==> src/rtl/core/rvsi_pkg.sv <==
// ----------------------------------------------------------------------------
// rvsi_pkg
// Shared widths, register codes, reset values and pipeline word types for the
// rotated voxel source index block.
// ----------------------------------------------------------------------------
package rvsi_pkg;

    localparam int IDX_W      = 13;
    localparam int MAT_W      = 16;
    localparam int SPC_W      = 16;
    localparam int MIN_W      = 20;
    localparam int REC_W      = 20;
    localparam int EXT_W      = 13;

    localparam int POS_W      = 31;
    localparam int PROD_W     = MAT_W + POS_W;
    localparam int SUM_W      = PROD_W + 2;
    localparam int FLOOR_SH   = 10;
    localparam int ROT_W      = SUM_W - FLOOR_SH;
    localparam int SCL_W      = ROT_W + REC_W + 1;
    localparam int ROUND_SH   = 24;
    localparam int SRC_W      = SCL_W - ROUND_SH + 1;
    localparam int LIN_W      = 3 * EXT_W;
    localparam int OUT_W      = 37;

    localparam int CFG_IDX_W  = 3;
    localparam int CFG_DATA_W = 60;

    typedef enum logic [CFG_IDX_W-1:0] {
        REG_INV_ROW_X,
        REG_INV_ROW_Y,
        REG_INV_ROW_Z,
        REG_DEST_SPACING,
        REG_DEST_ORIGIN_MIN,
        REG_SRC_SPACING_RECIP,
        REG_SRC_EXTENT,
        REG_SLICE_MODE
    } rvsi_reg_t;

    localparam logic [3*MAT_W-1:0] RST_INV_ROW_X   = 48'h0000_0000_4000;
    localparam logic [3*MAT_W-1:0] RST_INV_ROW_Y   = 48'h0000_4000_0000;
    localparam logic [3*MAT_W-1:0] RST_INV_ROW_Z   = 48'h4000_0000_0000;
    localparam logic [3*SPC_W-1:0] RST_DEST_SPC    = 48'h0100_0100_0100;
    localparam logic [3*MIN_W-1:0] RST_DEST_MIN    = 60'h0;
    localparam logic [3*REC_W-1:0] RST_SRC_RECIP   = 60'h01000_01000_01000;
    localparam logic [3*EXT_W-1:0] RST_SRC_EXTENT  = {13'd1, 13'd1, 13'd1};

    typedef struct packed {
        logic [2:0][2:0][MAT_W-1:0] inv;
        logic [2:0][SPC_W-1:0]      dspc;
        logic [2:0][MIN_W-1:0]      dmin;
        logic [2:0][REC_W-1:0]      recip;
        logic [2:0][EXT_W-1:0]      extent;
        logic                       slice_mode;
    } rvsi_cfg_t;

    typedef struct packed {
        logic [2:0][SCL_W-1:0] scaled;
        logic [IDX_W-1:0]      plane;
        logic                  dest_oob;
    } rvsi_scl_t;

endpackage

==> src/rtl/core/rvsi_index.sv <==
// ----------------------------------------------------------------------------
// rvsi_index
// Four-stage back end: round half to even, range check against the source
// extent, and plane-major linear index with the outside marker.
// ----------------------------------------------------------------------------
module rvsi_index
    import rvsi_pkg::*;
#(
    parameter int SRC_DIM_MAX = 4096
) (
    input  logic             aclk,
    input  logic             aresetn,
    input  logic             adv,
    input  logic             in_valid,
    input  rvsi_scl_t        in_item,
    input  rvsi_cfg_t        cfg,
    output logic             out_valid,
    output logic [OUT_W-1:0] out_index
);

    localparam logic [ROUND_SH-1:0] ROUND_HALF = ROUND_SH'(1) << (ROUND_SH - 1);

    logic [2:0]                 vld_reg;
    logic                       out_valid_reg;
    logic [EXT_W-1:0]           ext_c [3];
    logic [SCL_W-ROUND_SH-1:0]  fl [3];
    logic [ROUND_SH-1:0]        fr [3];
    logic                       rnd_inc [3];
    logic [SRC_W-1:0]           src_next [3];
    logic [SRC_W-1:0]           src_reg [3];
    logic                       oob5_reg;
    logic [2:0]                 in_rng;
    logic                       inside6_next;
    logic                       inside6_reg;
    logic [EXT_W-1:0]           coord_reg [3];
    logic [2*EXT_W-1:0]         xy_reg;
    logic [LIN_W-1:0]           zterm_reg;
    logic [2*EXT_W:0]           yterm_reg;
    logic                       inside7_reg;
    logic [LIN_W-1:0]           lin;
    logic [OUT_W-1:0]           out_reg;

    always_comb begin
        for (int a = 0; a < 3; a++) begin
            ext_c[a] = (32'(cfg.extent[a]) > SRC_DIM_MAX) ? EXT_W'(SRC_DIM_MAX)
                                                           : cfg.extent[a];
            fl[a]       = in_item.scaled[a][SCL_W-1:ROUND_SH];
            fr[a]       = in_item.scaled[a][ROUND_SH-1:0];
            rnd_inc[a]  = (fr[a] > ROUND_HALF) || ((fr[a] == ROUND_HALF) && fl[a][0]);
            src_next[a] = {fl[a][SCL_W-ROUND_SH-1], fl[a]} + SRC_W'(rnd_inc[a]);
            in_rng[a]   = !src_reg[a][SRC_W-1] && (src_reg[a] < SRC_W'(ext_c[a]));
        end
        if (cfg.slice_mode) begin
            src_next[2] = SRC_W'(in_item.plane);
        end
        inside6_next = (&in_rng) && !oob5_reg;
        lin          = zterm_reg + LIN_W'(yterm_reg);
    end

    always_ff @(posedge aclk) begin
        if (!aresetn) begin
            vld_reg       <= '0;
            out_valid_reg <= 1'b0;
        end else if (adv) begin
            vld_reg       <= {vld_reg[1:0], in_valid};
            out_valid_reg <= vld_reg[2];
        end
    end

    always_ff @(posedge aclk) begin
        if (adv) begin
            for (int a = 0; a < 3; a++) begin
                src_reg[a]   <= src_next[a];
                coord_reg[a] <= src_reg[a][EXT_W-1:0];
            end
            oob5_reg    <= in_item.dest_oob;
            inside6_reg <= inside6_next;
            xy_reg      <= ext_c[0] * ext_c[1];
            zterm_reg   <= xy_reg * coord_reg[2];
            yterm_reg   <= ext_c[0] * coord_reg[1] + (2*EXT_W+1)'(coord_reg[0]);
            inside7_reg <= inside6_reg;
            out_reg     <= inside7_reg ? lin[OUT_W-1:0] : '1;
        end
    end

    assign out_valid = out_valid_reg;
    assign out_index = out_reg;

endmodule

==> config.mk <==
export PLATFORM = sky130hd
export DESIGN_NAME = rvsi_index
export DESIGN_NICKNAME = d
export VERILOG_FILES = /design/src/rtl/core/rvsi_pkg.sv /design/src/rtl/core/rvsi_index.sv
export SDC_FILE = /design/constraint.sdc
export NUM_CORES = 2
export LEC_CHECK = 0
export BUFFER_PORTS_ARGS = -buffer_cell sky130_fd_sc_hd__buf_2
export CAP_MARGIN = 0
export CORE_AREA = 2 2 233 292
export CTS_CLUSTER_SIZE = 14
export DETAILED_ROUTE_END_ITERATION = 8
export DIE_AREA = 0 0 235 294
export GPL_ROUTABILITY_DRIVEN = 0
export PLACE_DENSITY_LB_ADDON = 0.12
export SLEW_MARGIN = 15
export SYNTH_ARGS = -nofsm -noshare
export SYNTH_HDL_FRONTEND = slang
export SYNTH_SLANG_ARGS = --single-unit
==> constraint.sdc <==
create_clock -name aclk -period 13.5 [get_ports aclk]
set_input_delay 0.675 -clock aclk [delete_from_list [all_inputs] [get_ports aclk]]
set_output_delay 0.675 -clock aclk [all_outputs]
set_load 0.05 [all_outputs]
==> flow_summary_export.csv <==
group,metric,value,unit
outcome,status,"finished, final reports clean",
timing,tightestPinTransition,1126,ps
synth,synth_most_common_cell,"inv_1",
grt,grt_use_total,0.2710,
job,drv_cap,0,
synth,synth-async-reset-ratio,0,
floorplan,die-height,294,µm
critical_path,required,13810,ps
drt,wl_met3,5.769,mm
clocking,htree_levels,2,
critical_path,cp_max_fo,31,
drt,first_pass_iters,7,
critical_path,cp-start-kind,"input pin",
placement,numPortBuffers,275,
synth,synth-seq-cells,284,
grt,grt-ovfl-total,0,
synth,syn_nets,5148,
clocking,cts_resized,0,
timing,finClkSkew,33.96,ps
floorplan,initial_core_util,0.5449,
timing,fin_crit_sh,0.5112,
drt,wl_per_cell,18.87,µm
timing,hold_ws,303.6,ps
clocking,cts.sinks,284,
critical_path,worstPathArrival,7210,ps
critical_path,end_kind,"flip-flop",
clocking,postCtsHoldBufs,0,
synth,synth_top_flop_cell,"edfxtp_1",
clocking,path_clk_slew,60,ps
grt,grt_pass1_wl,147.8,mm
drt,route.detailed.drc,0,
clocking,post_cts_buffers,0,
critical_path,worstSetupPathType,"in2reg",
drt,drt_wl_total,91.48,mm
finish,areaGrowthSynthToFinish,8.826,%
timing,period_minus_slack,6902,ps
synth,synth.largest_area_cell,"fa_1",
drt,wl_met1,36.32,mm
drt,ant_nets,0,
synth,netlist_instances,3773,
finish,final_nets,5330,
timing,grt_setup_unrepaired,"false",
timing,finalSetupTns,0,ps
floorplan,core,66450,µm²
placement,dp_hpwl,73.34,mm
synth,yosys_warnings,0,
grt,first_global_vias,28180,
drt,viasPerCell,5.549,
finish,fillCellCount,5892,
timing,slew_violations,0,
floorplan,ios,588,
timing,finalSetupViolCount,0,
clocking,cts_buffer_depth,3,
floorplan,die_w,235,µm
clocking,clock_latency,570,ps
timing,fmax,0.1449,GHz
grt,grt_max_degree,87,
synth,synth_area_leaders,"fa_1 (29%), edfxtp_1 (23%), ha_1 (11%), inv_1 (6.4%), nand2_1 (5.8%)",
clocking,cts_tree,"yes",
finish,drive_gt1_frac,0.09626,
drt,top_layer_used,"met5",
min_path,min_path_type,"in2reg",
clocking,cts_root_buffer,"clkbuf_16",
floorplan,die-area,69090,µm²
synth,synthTopCellsByCount,"inv_1 (615), nand2_1 (556), fa_1 (516)",
drt,vias,26890,
finish,largest_register_ff_count,111,
timing,slew_headroom,0.2495,
synth,synth.distinct_cells,75,
drt,drt_iter0_drc,1449,
synth,syn_area_per_cell,9.596,µm²
synth,synth_edf_count,280,
timing,hold_viol,0,
grt,antenna_found_initial,10,
synth,yosysSeqAreaShare,0.2344,
synth,synth_top_area_frac,0.2853,
floorplan,num_rows,106,
synth,syn_area,36210,µm²
clocking,numCtsBuffers,34,
drt,dr_wl_met2,44.94,mm
[logic make-up after synthesis]
group / Yosys count / synth area share
buffers and inverters: 774 / 0.08042
DFF: 284 / 0.2344
muxes: 17 / 0.005011
and+or+nand+nor: 1299 / 0.1723
adders and majority gates: 825 / 0.3921
xor gates and xnor gates: 183 / 0.04427
AOI/OAI and AO/OA: 391 / 0.07147
[routing by layer]
layer  GRT usage  up-vias
li1            -    12550
met1      0.3319    13200
met2      0.4713      934
met3     0.04568      193
met4      0.1199       12
met5           0        -
[critical path, stage by stage]
cell and delay, ps:
buf_2 620, nor2b_1 100, buf_4 280, and2_1 220, fa_1 540, inv_1 60, fa_1 530, inv_1 50
fa_1 520, fa_1 440, fa_1 540, inv_1 50, fa_1 500, inv_1 60, ha_1 360, a21oi_1 210
o21ai_0 200, a2111oi_2 440, nor3_1 180, o31ai_4 340, nor2b_1 200, xnor2_1 70
[layout by cell type (no fill, tap or decap), drive strengths merged, types with 48 or more instances in the layout]
master    n
xnor2   114
nand3    76
xor2     69
inv     620
and2    222
nand2   556
a21o     56
nor2    174
nor4     50
ha      309
edfxtp  280
buf     300
nand4    48
a21oi   107
o21ai    76
fa      516
[worst paths after layout]
path                                       start            end  slack (ps)  cells past startpoint
worst max-delay path                     cfg[13]  yterm_reg[18]        6600                     22
worst min register to register       inside6_reg    inside7_reg         430                      0
worst max register to register  coord_reg[0][27]  zterm_reg[29]        6820                     16
worst min-delay path                  in_item[0]       oob5_reg         300                      1
[through the flow]
step	instance area, µm²	worst slack, ps	util	std cells
3_5_place_dp	38280	6062	0.5761	4783
6_report	39400	6598	0.5930	4847
3_3_place_gp	38280	6053	0.5761	4783
4_1_cts	39390	6654	0.5928	4843
5_1_grt	39400	6266	0.5929	4845
2_1_floorplan	36210	6894	-	3773
[layout make-up]
type	instances	area, µm²	area share
inverters	620	2327	0.05906
diodes	4	10.01	0.0002540
clock buffers	36	858.3	0.02178
flip-flops and latches	284	8488	0.2154
multi-input cells	2715	24810	0.6297
clock inverters	24	251.5	0.006383
well taps	864	1081	0.02744
repair buffers	300	1574	0.03995
Power is left out: the tool's default activity adds up to more than one toggle a clock period on the data nets, which glitch-free logic cannot reach.
