===== config.mk =====
export PLATFORM = sky130hd
export DESIGN_NAME = rvsi_cfg
export DESIGN_NICKNAME = d
export VERILOG_FILES = /design/src/rtl/core/rvsi_pkg.sv /design/src/rtl/core/rvsi_cfg.sv
export SDC_FILE = /design/constraint.sdc
export NUM_CORES = 1
export LEC_CHECK = 0
export BUFFER_PORTS_ARGS = -buffer_cell sky130_fd_sc_hd__buf_2
export CORE_MARGIN = 8
export CORE_UTILIZATION = 50
export DETAILED_ROUTE_END_ITERATION = 8
export PLACE_DENSITY = 0.79
export SLEW_MARGIN = 20
export SYNTH_ARGS = -nofsm -noshare
export SYNTH_HDL_FRONTEND = slang
export SYNTH_SLANG_ARGS = --single-unit

===== constraint.sdc =====
create_clock -name aclk -period 1.44 [get_ports aclk]
set_input_delay 0.216 -clock aclk [delete_from_list [all_inputs] [get_ports aclk]]
set_output_delay 0.216 -clock aclk [all_outputs]
set_load 0.01 [all_outputs]

===== src/rtl/core/rvsi_pkg.sv =====
// ----------------------------------------------------------------------------
// rvsi_pkg
// Shared widths, register codes, reset values and pipeline word types for the
// rotated voxel source index block.
// ----------------------------------------------------------------------------
package rvsi_pkg;

    localparam int IDX_W      = 13;
    localparam int MAT_W      = 16;
    localparam int SPC_W      = 16;
    localparam int MIN_W      = 20;
    localparam int REC_W      = 20;
    localparam int EXT_W      = 13;

    localparam int POS_W      = 31;
    localparam int PROD_W     = MAT_W + POS_W;
    localparam int SUM_W      = PROD_W + 2;
    localparam int FLOOR_SH   = 10;
    localparam int ROT_W      = SUM_W - FLOOR_SH;
    localparam int SCL_W      = ROT_W + REC_W + 1;
    localparam int ROUND_SH   = 24;
    localparam int SRC_W      = SCL_W - ROUND_SH + 1;
    localparam int LIN_W      = 3 * EXT_W;
    localparam int OUT_W      = 37;

    localparam int CFG_IDX_W  = 3;
    localparam int CFG_DATA_W = 60;

    typedef enum logic [CFG_IDX_W-1:0] {
        REG_INV_ROW_X,
        REG_INV_ROW_Y,
        REG_INV_ROW_Z,
        REG_DEST_SPACING,
        REG_DEST_ORIGIN_MIN,
        REG_SRC_SPACING_RECIP,
        REG_SRC_EXTENT,
        REG_SLICE_MODE
    } rvsi_reg_t;

    localparam logic [3*MAT_W-1:0] RST_INV_ROW_X   = 48'h0000_0000_4000;
    localparam logic [3*MAT_W-1:0] RST_INV_ROW_Y   = 48'h0000_4000_0000;
    localparam logic [3*MAT_W-1:0] RST_INV_ROW_Z   = 48'h4000_0000_0000;
    localparam logic [3*SPC_W-1:0] RST_DEST_SPC    = 48'h0100_0100_0100;
    localparam logic [3*MIN_W-1:0] RST_DEST_MIN    = 60'h0;
    localparam logic [3*REC_W-1:0] RST_SRC_RECIP   = 60'h01000_01000_01000;
    localparam logic [3*EXT_W-1:0] RST_SRC_EXTENT  = {13'd1, 13'd1, 13'd1};

    typedef struct packed {
        logic [2:0][2:0][MAT_W-1:0] inv;
        logic [2:0][SPC_W-1:0]      dspc;
        logic [2:0][MIN_W-1:0]      dmin;
        logic [2:0][REC_W-1:0]      recip;
        logic [2:0][EXT_W-1:0]      extent;
        logic                       slice_mode;
    } rvsi_cfg_t;

    typedef struct packed {
        logic [2:0][SCL_W-1:0] scaled;
        logic [IDX_W-1:0]      plane;
        logic                  dest_oob;
    } rvsi_scl_t;

endpackage


===== src/rtl/core/rvsi_cfg.sv =====
// ----------------------------------------------------------------------------
// rvsi_cfg
// Configuration register file: decodes register writes and presents the
// fields to the datapath.
// ----------------------------------------------------------------------------
module rvsi_cfg
    import rvsi_pkg::*;
(
    input  logic                  aclk,
    input  logic                  aresetn,
    input  logic                  cfg_valid,
    output logic                  cfg_ready,
    input  logic [CFG_IDX_W-1:0]  cfg_index,
    input  logic [CFG_DATA_W-1:0] cfg_data,
    output rvsi_cfg_t             cfg
);

    logic [2:0][3*MAT_W-1:0] inv_reg;
    logic [3*SPC_W-1:0]      dspc_reg;
    logic [3*MIN_W-1:0]      dmin_reg;
    logic [3*REC_W-1:0]      recip_reg;
    logic [3*EXT_W-1:0]      extent_reg;
    logic                    slice_reg;

    assign cfg_ready = 1'b1;

    always_ff @(posedge aclk) begin
        if (!aresetn) begin
            inv_reg[0] <= RST_INV_ROW_X;
            inv_reg[1] <= RST_INV_ROW_Y;
            inv_reg[2] <= RST_INV_ROW_Z;
            dspc_reg   <= RST_DEST_SPC;
            dmin_reg   <= RST_DEST_MIN;
            recip_reg  <= RST_SRC_RECIP;
            extent_reg <= RST_SRC_EXTENT;
            slice_reg  <= 1'b0;
        end else if (cfg_valid) begin
            unique case (rvsi_reg_t'(cfg_index))
                REG_INV_ROW_X:         inv_reg[0] <= cfg_data[3*MAT_W-1:0];
                REG_INV_ROW_Y:         inv_reg[1] <= cfg_data[3*MAT_W-1:0];
                REG_INV_ROW_Z:         inv_reg[2] <= cfg_data[3*MAT_W-1:0];
                REG_DEST_SPACING:      dspc_reg   <= cfg_data[3*SPC_W-1:0];
                REG_DEST_ORIGIN_MIN:   dmin_reg   <= cfg_data[3*MIN_W-1:0];
                REG_SRC_SPACING_RECIP: recip_reg  <= cfg_data[3*REC_W-1:0];
                REG_SRC_EXTENT:        extent_reg <= cfg_data[3*EXT_W-1:0];
                REG_SLICE_MODE:        slice_reg  <= cfg_data[0];
                default: ;
            endcase
        end
    end

    always_comb begin
        cfg.inv[0]     = inv_reg[0];
        cfg.inv[1]     = inv_reg[1];
        cfg.inv[2]     = inv_reg[2];
        cfg.dspc       = dspc_reg;
        cfg.dmin       = dmin_reg;
        cfg.recip      = recip_reg;
        cfg.extent     = extent_reg;
        cfg.slice_mode = slice_reg;
    end

endmodule


==> metrics.txt, run 1 <==
CTS Root Buffer Type=clkbuf_16; mux contribution to synthesized area=a little over a quarter; syn nets=around 1300; Critical Path Source Type=flop; LEAKAGE=8.95 nW; post-synthesis simple-gate area fraction=13.9%; via/cell ratio=around 5; share of layout cells above drive strength 1=30.9%; post-layout net count=approximately 1700; crit path buf inv count=1; CTS sink cnt=between 300 and 400; RSZ-0062 raised after global routing=no; Synth Instances=1236; Post-Synth XOR/XNOR Area=0%; Initial Utilization=between 50% and 60%; largest net degree at the start of global routing=between 50 and 60; worst-path fanout max=2; area grow syn2layout=30.9%; Syn Area/Cell=~10 um^2; H-tree depth=2; Max Slew Vio Count=0; DRC viols=0; hold depth=3; Seq/Total Area, Yosys=54.7%; synth warn=0; post-route minimum period=around 1.3 ns; Worst Hold Class=input port to flop; Fin. Hold Viols=0; Critical Path End Type=output port; most common cell after layout, fill and taps aside=buf_2; synthesized cell area=between 0.01 and 0.015 mm^2; reg-to-reg startpoint=cfg[293]; All-Layer GR Usage=a little under a quarter; routed wire length=approximately 39 mm; worst hold endpoint=cfg[222]; worst r2r dst=cfg[293]; power per standard cell area=between 1000 and 1500 mW/mm^2; DPL Wire Length=between 20 and 30 mm; die width=177 um; most area-hungry cell type in the Yosys netlist=dfxtp_1; Synth Area in Compound Gates=0%; Port Buffers=417; Setup CP Type=flop to output port; max reg flops=~140; Fmax=0.787 GHz; drt pass-1 iters=5; Max Buffers Root-to-Sink=3; period utilization=between 80 and 90%; Skew-Pair Late Insertion Delay=between 0.4 and 0.5 ns; die area=roughly 0.031 mm^2; max cap viols=0; via count=around 10000; wire per inst=19.4 um; CP cell instances=buf_2; crit path DAT=approximately 1.1 ns; final core occ=between 60 and 70%; clk slew on worst S/H paths=roughly 0.06 ns; hold slack=between 0.009 and 0.01 ns; vias in the first global route=10500; Critical-path top delay cell=dfxtp_1; Worst EP required=about 1.2 ns; Post-Synth Adder-Cell Area=0%; # IOs=~420; crit-path max cell delay=0.40 ns; main area contributors after synthesis=dfxtp_1 55%, mux2i_1 27%, nand2_1 12%; status=finished clean; Die Ht=~180 um; RePlAce Congestion=0.822; largest family of logic cells by synthesized area=multiplexers; antenna violations before repair=2; 1st-iter DRT viols=around 600; TritonCTS clock tree=done; final setup vio count=0; Synth cell types=16; Remaining Overflow, GRT=0; Hold Crit Start=cfg_data[14]; r2r worst-path depth=2; most frequent cells in the layout=416 x buf_2, 400 x nand2_1, 352 x mux2i_1, 352 x dfxtp_1, 37 x clkbuf_16; CTS Buf Count=36; synthesized flop and latch total=352; CTS resizes=0; fillers=between 1500 and 2000; post-synth top area share=54.7%; VDD IR max=0.000771 V; Worst Skew=0 ns; Setup TNS=0 ns; Core ar.=about 0.025 mm^2; # rows=58; first-pass GRT wire length=a little under 60 mm; Crit path max-delay family=flip-flops; Total Power=roughly 21 mW; Worst R2R Setup Slack=0.73 ns; remaining antenna violation count=0
stage by stage:
step                      std cells  setup slack, ns  instance area, um^2
after global placement         1930           0.0186                15500
after detailed placement       1930         -0.00970                15500
after CTS                      2008            0.149                16800
after global routing           2010            0.147                16900
final                          2010            0.170                16900
after floorplan                1236            0.155                12900
worst max path at each step:
| stage | endpoint | startpoint | cells past startpoint |
|---|---|---|---|
| 2_1_floorplan | cfg[219] | cfg_index[0] | 5 |
| 3_3_place_gp | extent_reg[29] | cfg_index[0] | 4 |
| 3_5_place_dp | extent_reg[36] | cfg_index[2] | 4 |
| 4_1_cts | cfg[330] | cfg[330] | 1 |
| 5_1_grt | cfg[330] | cfg[330] | 1 |
| 6_report | cfg[330] | cfg[330] | 1 |
synthesized netlist by cell type:
master,n
nand4_1,1
dfxtp_1,352
mux2i_1,352
buf_6,8
nand4b_1,3
clkbuf_1,43
nor2b_1,24
nor4b_4,1
and4bb_1,1
conb_1,1
buf_2,24
nand2_1,400
and4b_1,3
buf_4,20
and4bb_2,1
nand4bb_1,2
what timing repair did:
| item | in CTS | in global routing |
|---|---|---|
| setup endpoints to repair | 0 | 0 |
| hold buffers | 16 | 1 |
| hold endpoints to repair | 21 | 1 |
| setup buffers | 0 | 0 |
worst reg2reg max path, stage by stage (launching register included):
cell and delay, ns:
dfxtp_1 0.38, nand2_1 0.07, mux2i_1 0.18
where the power goes:
| group | internal, mW | leakage (nW) | switching, mW |
|---|---|---|---|
| registers | 9.95 | 2.85 | 0.116 |
| clock network | 5.79 | 0.596 | 3.69 |
| logic | 0.591 | 5.50 | 0.884 |
layer usage:
metal	track usage, %	part of all wire (%)
met5	0	0.026
met4	10.8	4.3
met3	6.88	8.6
met2	39.8	47
met1	27.5	40
final cells by class:
class | instances | area, um^2 | share of cell area (%)
well taps | 330 | 413 | 2.45
diodes | 1 | 2.50 | 0.0148
repair buffers | 476 | 2850 | 16.9
multi-input cells | 789 | 5350 | 31.7
clock buffers | 52 | 1050 | 6.24
flip-flops and latches | 352 | 7050 | 41.8
clock inverters | 10 | 154 | 0.913
cells by family (layout without fill, tap and decap cells):
group | after synthesis | after routing
simple gates | 436 | 436
mux | 352 | 352
flops | 352 | 352
buf+inv | 95 | 538
other cells | 1 | 2
No activity file was read; power rests on OpenSTA's default activity.
==> run 2, diff against run 1 <==
--- a/config.mk
+++ b/config.mk
@@ -5,7 +5,7 @@
 export SDC_FILE = /design/constraint.sdc
 export NUM_CORES = 1
 export LEC_CHECK = 0
-export BUFFER_PORTS_ARGS = -buffer_cell sky130_fd_sc_hd__buf_2
+export BUFFER_PORTS_ARGS = -buffer_cell sky130_fd_sc_hd__buf_4
 export CORE_MARGIN = 8
 export CORE_UTILIZATION = 50
 export DETAILED_ROUTE_END_ITERATION = 8
==> run 2 against run 1 <==
Clock skew stayed put. Critical endpoint is now cfg[296]. Largest cell class unchanged. Hold slack improved by 0.015 ns. Largest power group unchanged. Wire length up 3.7%. Die area did not move. First-iteration DRC count is 13% lower. Combinational power is 13% higher.
==> metrics.txt, run 2 (synthesized netlist as in run 1, its figures left out) <==
Place WS=approximately 0.026 ns; hold slack=approximately 0.025 ns; r2r worst-path depth=2; final instance area=0.0180 mm^2; Final Worst Setup Slack=between 0.15 and 0.2 ns; most frequent cells in the layout=435 x buf_4, 400 x nand2_1, 352 x mux2i_1, 352 x dfxtp_1, 37 x clkbuf_16; reg-to-reg startpoint=cfg[347]; Core ar.=about 0.025 mm^2; Worst Hold Class=input port to flop; crit path buf inv count=1; # IOs=419; Skew-Pair Late Insertion Delay=about 0.5 ns; Die Ht=177 um; die width=~180 um; DRC viols=0; VDD IR max=approximately 0.0010 V; antenna violations before repair=0; max cap viols=0; worst-path fanout max=2; Critical Path End Type=output port; vias in the first global route=around 11000; placed inst area=~0.017 mm^2; CP cell instances=buf_4; Seq pwr share=roughly 47%; clk slew on worst S/H paths=approximately 0.06 ns; Crit path max-delay family=flip-flops; largest net degree at the start of global routing=57; Net Switching=between 4 and 5 mW; LEAKAGE=around 9.0 nW; Port Buffers=between 400 and 500; Worst EP required=approximately 1.2 ns; met1 WL=15.7 mm; Comb pwr share=under 10%; clock share of power=45.8%; RePlAce Congestion=approximately 0.8; crit-path max cell delay=0.38 ns; Hold Crit Start=cfg_data[26]; Worst R2R Setup Slack=~0.76 ns; CTS Root Buffer Type=clkbuf_16; 1st-iter DRT viols=around 530; status=finished clean; internal power=16.8 mW; most common cell after layout, fill and taps aside=buf_4; Remaining Overflow, GRT=0; postcts setup bufs=0; Setup CP Type=flop to output port; top layer in use=met4; Setup TNS=0 ns; All-Layer GR Usage=approximately a quarter; via/cell ratio=approximately 5.1; routed wire length=slightly above 40 mm; remaining antenna violation count=0; period utilization=86.3%; sw frac=~22%; crit path DAT=around 1.0 ns; hold depth=3; Finished Layout Cells=between 2000 and 2500; Max Buffers Root-to-Sink=3; CTS sink cnt=352; Critical-path top delay cell=dfxtp_1; met3 WL=approximately 3.4 mm; via count=slightly above 10000; Critical Path Source Type=flop; worst hold endpoint=extent_reg[26]; Initial Utilization=51.0%; H-tree depth=2; worst r2r dst=cfg[347]; wire per inst=a little over 20 um; TritonCTS clock tree=done; Worst Skew=0 ns; Fin. Hold Viols=0; Max Slew Vio Count=0; power per standard cell area=~1200 mW/mm^2; max reg flops=~140; share of layout cells above drive strength 1=31.1%; post-route minimum period=1.24 ns; placed insts=slightly below 2000; final setup vio count=0; Total Power=21.6 mW; die area=between 0.03 and 0.04 mm^2; final core occ=just over 70%; Fmax=around 0.80 GHz; DPL Wire Length=28.9 mm; Ant. Diodes=0; # rows=between 50 and 60; CTS resizes=0; Met2 Routed Length=19.8 mm; area grow syn2layout=39.6%; drt pass-1 iters=5; first-pass GRT wire length=a little over 60 mm; post-layout net count=approximately 1700; RSZ-0062 raised after global routing=no; CTS Buf Count=36
-- run 2: metal layers --
layer,up-vias,global-route usage [%]
met5,-,0
met4,0,10.5
met3,91,8.27
met2,362,42.8
met1,4918,27.1
li1,4903,-
-- run 2: worst max path at each step --
stage               slack [ns]         start        to  depth (start not counted)
global placement          0.07  cfg_index[0]  cfg[230]                          4
global route              0.16      cfg[334]  cfg[334]                          1
CTS                       0.17      cfg[296]  cfg[296]                          1
finish                    0.20      cfg[296]  cfg[296]                          1
detailed placement        0.03  cfg_index[0]  cfg[235]                          4
floorplan                 0.16  cfg_index[0]  cfg[219]                          5
-- run 2: power groups by stage --
stage          Combinational (mW)  Clock, mW  Sequential (mW)
3_5_place_dp                 1.60          0             10.3
3_3_place_gp                 1.58          0             10.3
2_1_floorplan               0.691          0             10.4
4_1_cts                      1.66       10.0             10.1
5_1_grt                      1.76       10.4             10.1
6_report                     1.66       9.90             10.1
-- run 2: repair_timing --
action,4_1_cts,5_1_grt
hold buffers,20,0
setup endpoints to repair,0,0
endpoints found under the hold margin,26,0
-- run 2: layout make-up --
| cell class | count | area [um^2] |
|---|---|---|
| fillers | 1806 | 7280 |
| flip-flops and latches | 352 | 7050 |
| clock inverters | 18 | 249 |
| well taps | 330 | 413 |
| repair buffers | 477 | 3900 |
| multi-input cells | 789 | 5350 |
| clock buffers | 46 | 1020 |
==> run 3, diff against run 2 <==
--- a/config.mk
+++ b/config.mk
@@ -5,11 +5,13 @@
 export SDC_FILE = /design/constraint.sdc
 export NUM_CORES = 1
 export LEC_CHECK = 0
+export ABC_AREA = 1
 export BUFFER_PORTS_ARGS = -buffer_cell sky130_fd_sc_hd__buf_4
 export CORE_MARGIN = 8
-export CORE_UTILIZATION = 50
+export CORE_UTILIZATION = 51
 export DETAILED_ROUTE_END_ITERATION = 8
 export PLACE_DENSITY = 0.79
+export REMOVE_ABC_BUFFERS = 1
 export SLEW_MARGIN = 20
 export SYNTH_ARGS = -nofsm -noshare
 export SYNTH_HDL_FRONTEND = slang
==> run 3 against run 2 <==
Sequential share of layout area down 1.9 points. Synthesized area rose by 6.6%. Non-clock buffer count up 9. Highest routed layer is now met5. Largest power group unchanged.
==> metrics.txt, run 3 <==
status=finished clean; TritonCTS clock tree=done; DRC viols=0; area grow syn2layout=37.4%; largest net degree at the start of global routing=90; postcts setup bufs=0; routed wire length=47.7 mm; Seq/Total Area, Yosys=roughly half; Syn Area/Cell=6.91 um^2; 1st-iter DRT viols=approximately 1200; Crit path max-delay family=buffers and inverters; CP cell instances=buf_4 > nor2_4 > buf_12 > nand2_1 > nand2_1 > nand3_1 > dlygate4sd3_1; Skew-Pair Late Insertion Delay=0.51 ns; crit path DAT=about 1.8 ns; max cap viols=0; Total Power=22.4 mW; Max Slew Vio Count=0; Ant. Diodes=0; via/cell ratio=between 5 and 6; remaining antenna violation count=0; crit path buf inv count=3; most common cell after layout, fill and taps aside=nor2_1; fillers=roughly 2200; H-tree depth=2; post-synthesis simple-gate area fraction=a little over two fifths; Die Ht=180 um; period utilization=a little over nine tenths; Initial Utilization=roughly half; post-synth top area share=roughly half; Setup TNS=0 ns; # rows=60; Fin. Hold Viols=0; Synth Instances=1987; antenna violations before repair=1; Synth Area in Compound Gates=0%; Remaining Overflow, GRT=0; Worst Skew=0 ns; most frequent cells in the layout=681 x nor2_1, 439 x buf_4, 377 x nand2_1, 352 x dfxtp_1, 350 x nand3_1; fraction of registers with async set/reset=0%; Worst EP required=1.84 ns; RePlAce Congestion=~0.85; RSZ-0062 raised after global routing=no; share of layout cells above drive strength 1=22.9%; Post-Synth XOR/XNOR Area=0%; CTS Root Buffer Type=clkbuf_16; DPL Wire Length=about 32 mm; CTS Buf Count=38; Synth cell types=13; VDD IR max=roughly 0.00082 V; final setup vio count=0; drt pass-1 iters=5; vias in the first global route=about 14000; largest family of logic cells by synthesized area=simple AND/OR/NAND/NOR gates; final instance area=about 0.019 mm^2; via count=14300; Synth Flop Type=dfxtp_1; sw frac=between 20% and 30%; Final Worst Setup Slack=about 0.054 ns; grt peak-use layer=met2; power per standard cell area=~1200 mW/mm^2; wire per inst=17.5 um; clk slew on worst S/H paths=0.06 ns; Seq pwr share=46.0%; Critical Path End Type=flop; met3 Usage GRT=8.55%; count leader, synth=nor2_1; All-Layer GR Usage=approximately 28%; Worst Hold Class=input port to flop; clock share of power=a little over two fifths; Comb pwr share=around an eighth; placed inst area=between 0.015 and 0.02 mm^2; max reg flops=144; synth warn=0; number of flops mapped to enable cells by yosys=0; CTS sink cnt=roughly 350; Critical-path top delay cell=dlygate4sd3_1; routing usage on met1=32.5%; final core occ=70.6%; Setup CP Type=input port to flop; LEAKAGE=8.90 nW; met2 Usage GRT=between 40 and 50%; crit-path max cell delay=around 0.57 ns; synthesized flop and latch total=352; first-pass GRT wire length=roughly 75 mm; Critical Path Source Type=input port; Post-Synth Adder-Cell Area=0%; most frequent CP cell=nand2_1; worst-path fanout max=around 90; mux contribution to synthesized area=0%; Core ar.=~0.027 mm^2; post-route minimum period=between 1 and 1.5 ns; Fmax=between 0.7 and 0.8 GHz; internal power=about 17 mW; # IOs=between 400 and 500; most area-hungry cell type in the Yosys netlist=dfxtp_1; main area contributors after synthesis=dfxtp_1 51%, nor2_1 19%, nand3_1 13%; Port Buffers=approximately 420; Place WS=0.103 ns; synthesized cell area=~0.014 mm^2; Net Switching=roughly 5.7 mW; Max Buffers Root-to-Sink=3; post-layout net count=between 2000 and 2500; die area=approximately 0.032 mm^2; die width=roughly 180 um; Commonest cells post-synth=689 x nor2_1, 377 x nand2_1, 352 x dfxtp_1
[run 3: changes by cell type after synthesis, sizes merged, moves of 3 or more]
cell	change
nand2	-23
clkbuf	+14
nor2b	-24
nand3	+350
and4b	-3
nand4b	-3
nor2	+692
buf	+40
mux2i	-352
inv	+65
[run 3: final timing paths]
check | startpoint | endpoint | slack (ns) | cells after the start
hold reg to reg | dspc_reg[40] | dspc_reg[40] | 0.47 | 2
hold / removal | aresetn | cfg[313] | 0.02 | 3
setup reg to reg | cfg[222] | cfg[222] | 0.24 | 3
setup / recovery | cfg_index[2] | cfg[222] | 0.05 | 7
[run 3: final cells by class]
type,instances,area [um^2],share of cell area (%)
clock buffer,53,1110,5.87
clock inverter,12,92.6,0.490
inverter,65,246,1.31
multi-input combinational,1421,5860,31.0
sequential,352,7050,37.3
tap,341,427,2.26
timing repair buffer,486,4100,21.7
[run 3: cells by family (layout without fill, tap and decap cells)]
kind of cell / count (synthesis) / count (layout)
simple gates: 1420 / 1420
flops: 352 / 352
buf+inv: 214 / 616
other cells: 1 / 1
[run 3: power by group through the flow]
| stage | clock (mW) | sequential [mW] | combinational [mW] |
|---|---|---|---|
| after detailed placement | 0 | 10.5 | 2.66 |
| after global routing | 9.92 | 10.3 | 2.95 |
| after floorplan | 0 | 10.6 | 1.08 |
| after CTS | 9.50 | 10.3 | 2.70 |
| final | 9.39 | 10.3 | 2.70 |
| after global placement | 0 | 10.5 | 2.61 |
[run 3: routing by layer]
layer	share of wire [%]	vias up
met3	9.5	110
met1	39	6573
met5	0.027	-
met4	4.5	2
li1	-	6924
met2	47	657
[run 3: what timing repair did]
item	in CTS	in global routing
resized for setup	0	0
hold endpoints to repair	12	0
hold buffers	13	0
[run 3: metrics by stage]
| step | hold slack [ns] | std cells |
|---|---|---|
| after floorplan | 0.301 | 1838 |
| after global placement | 0.429 | 2652 |
| after global routing | 0.0187 | 2730 |
| after detailed placement | 0.437 | 2652 |
| after CTS | 0.0000299 | 2730 |
| final | 0.0164 | 2730 |
[run 3: worst reg2reg max path: cells and delay by family (launching register included)]
family	cells	cell delay (ns)
flops	1	0.33
buf+inv	1	0.57
simple gates	2	0.17
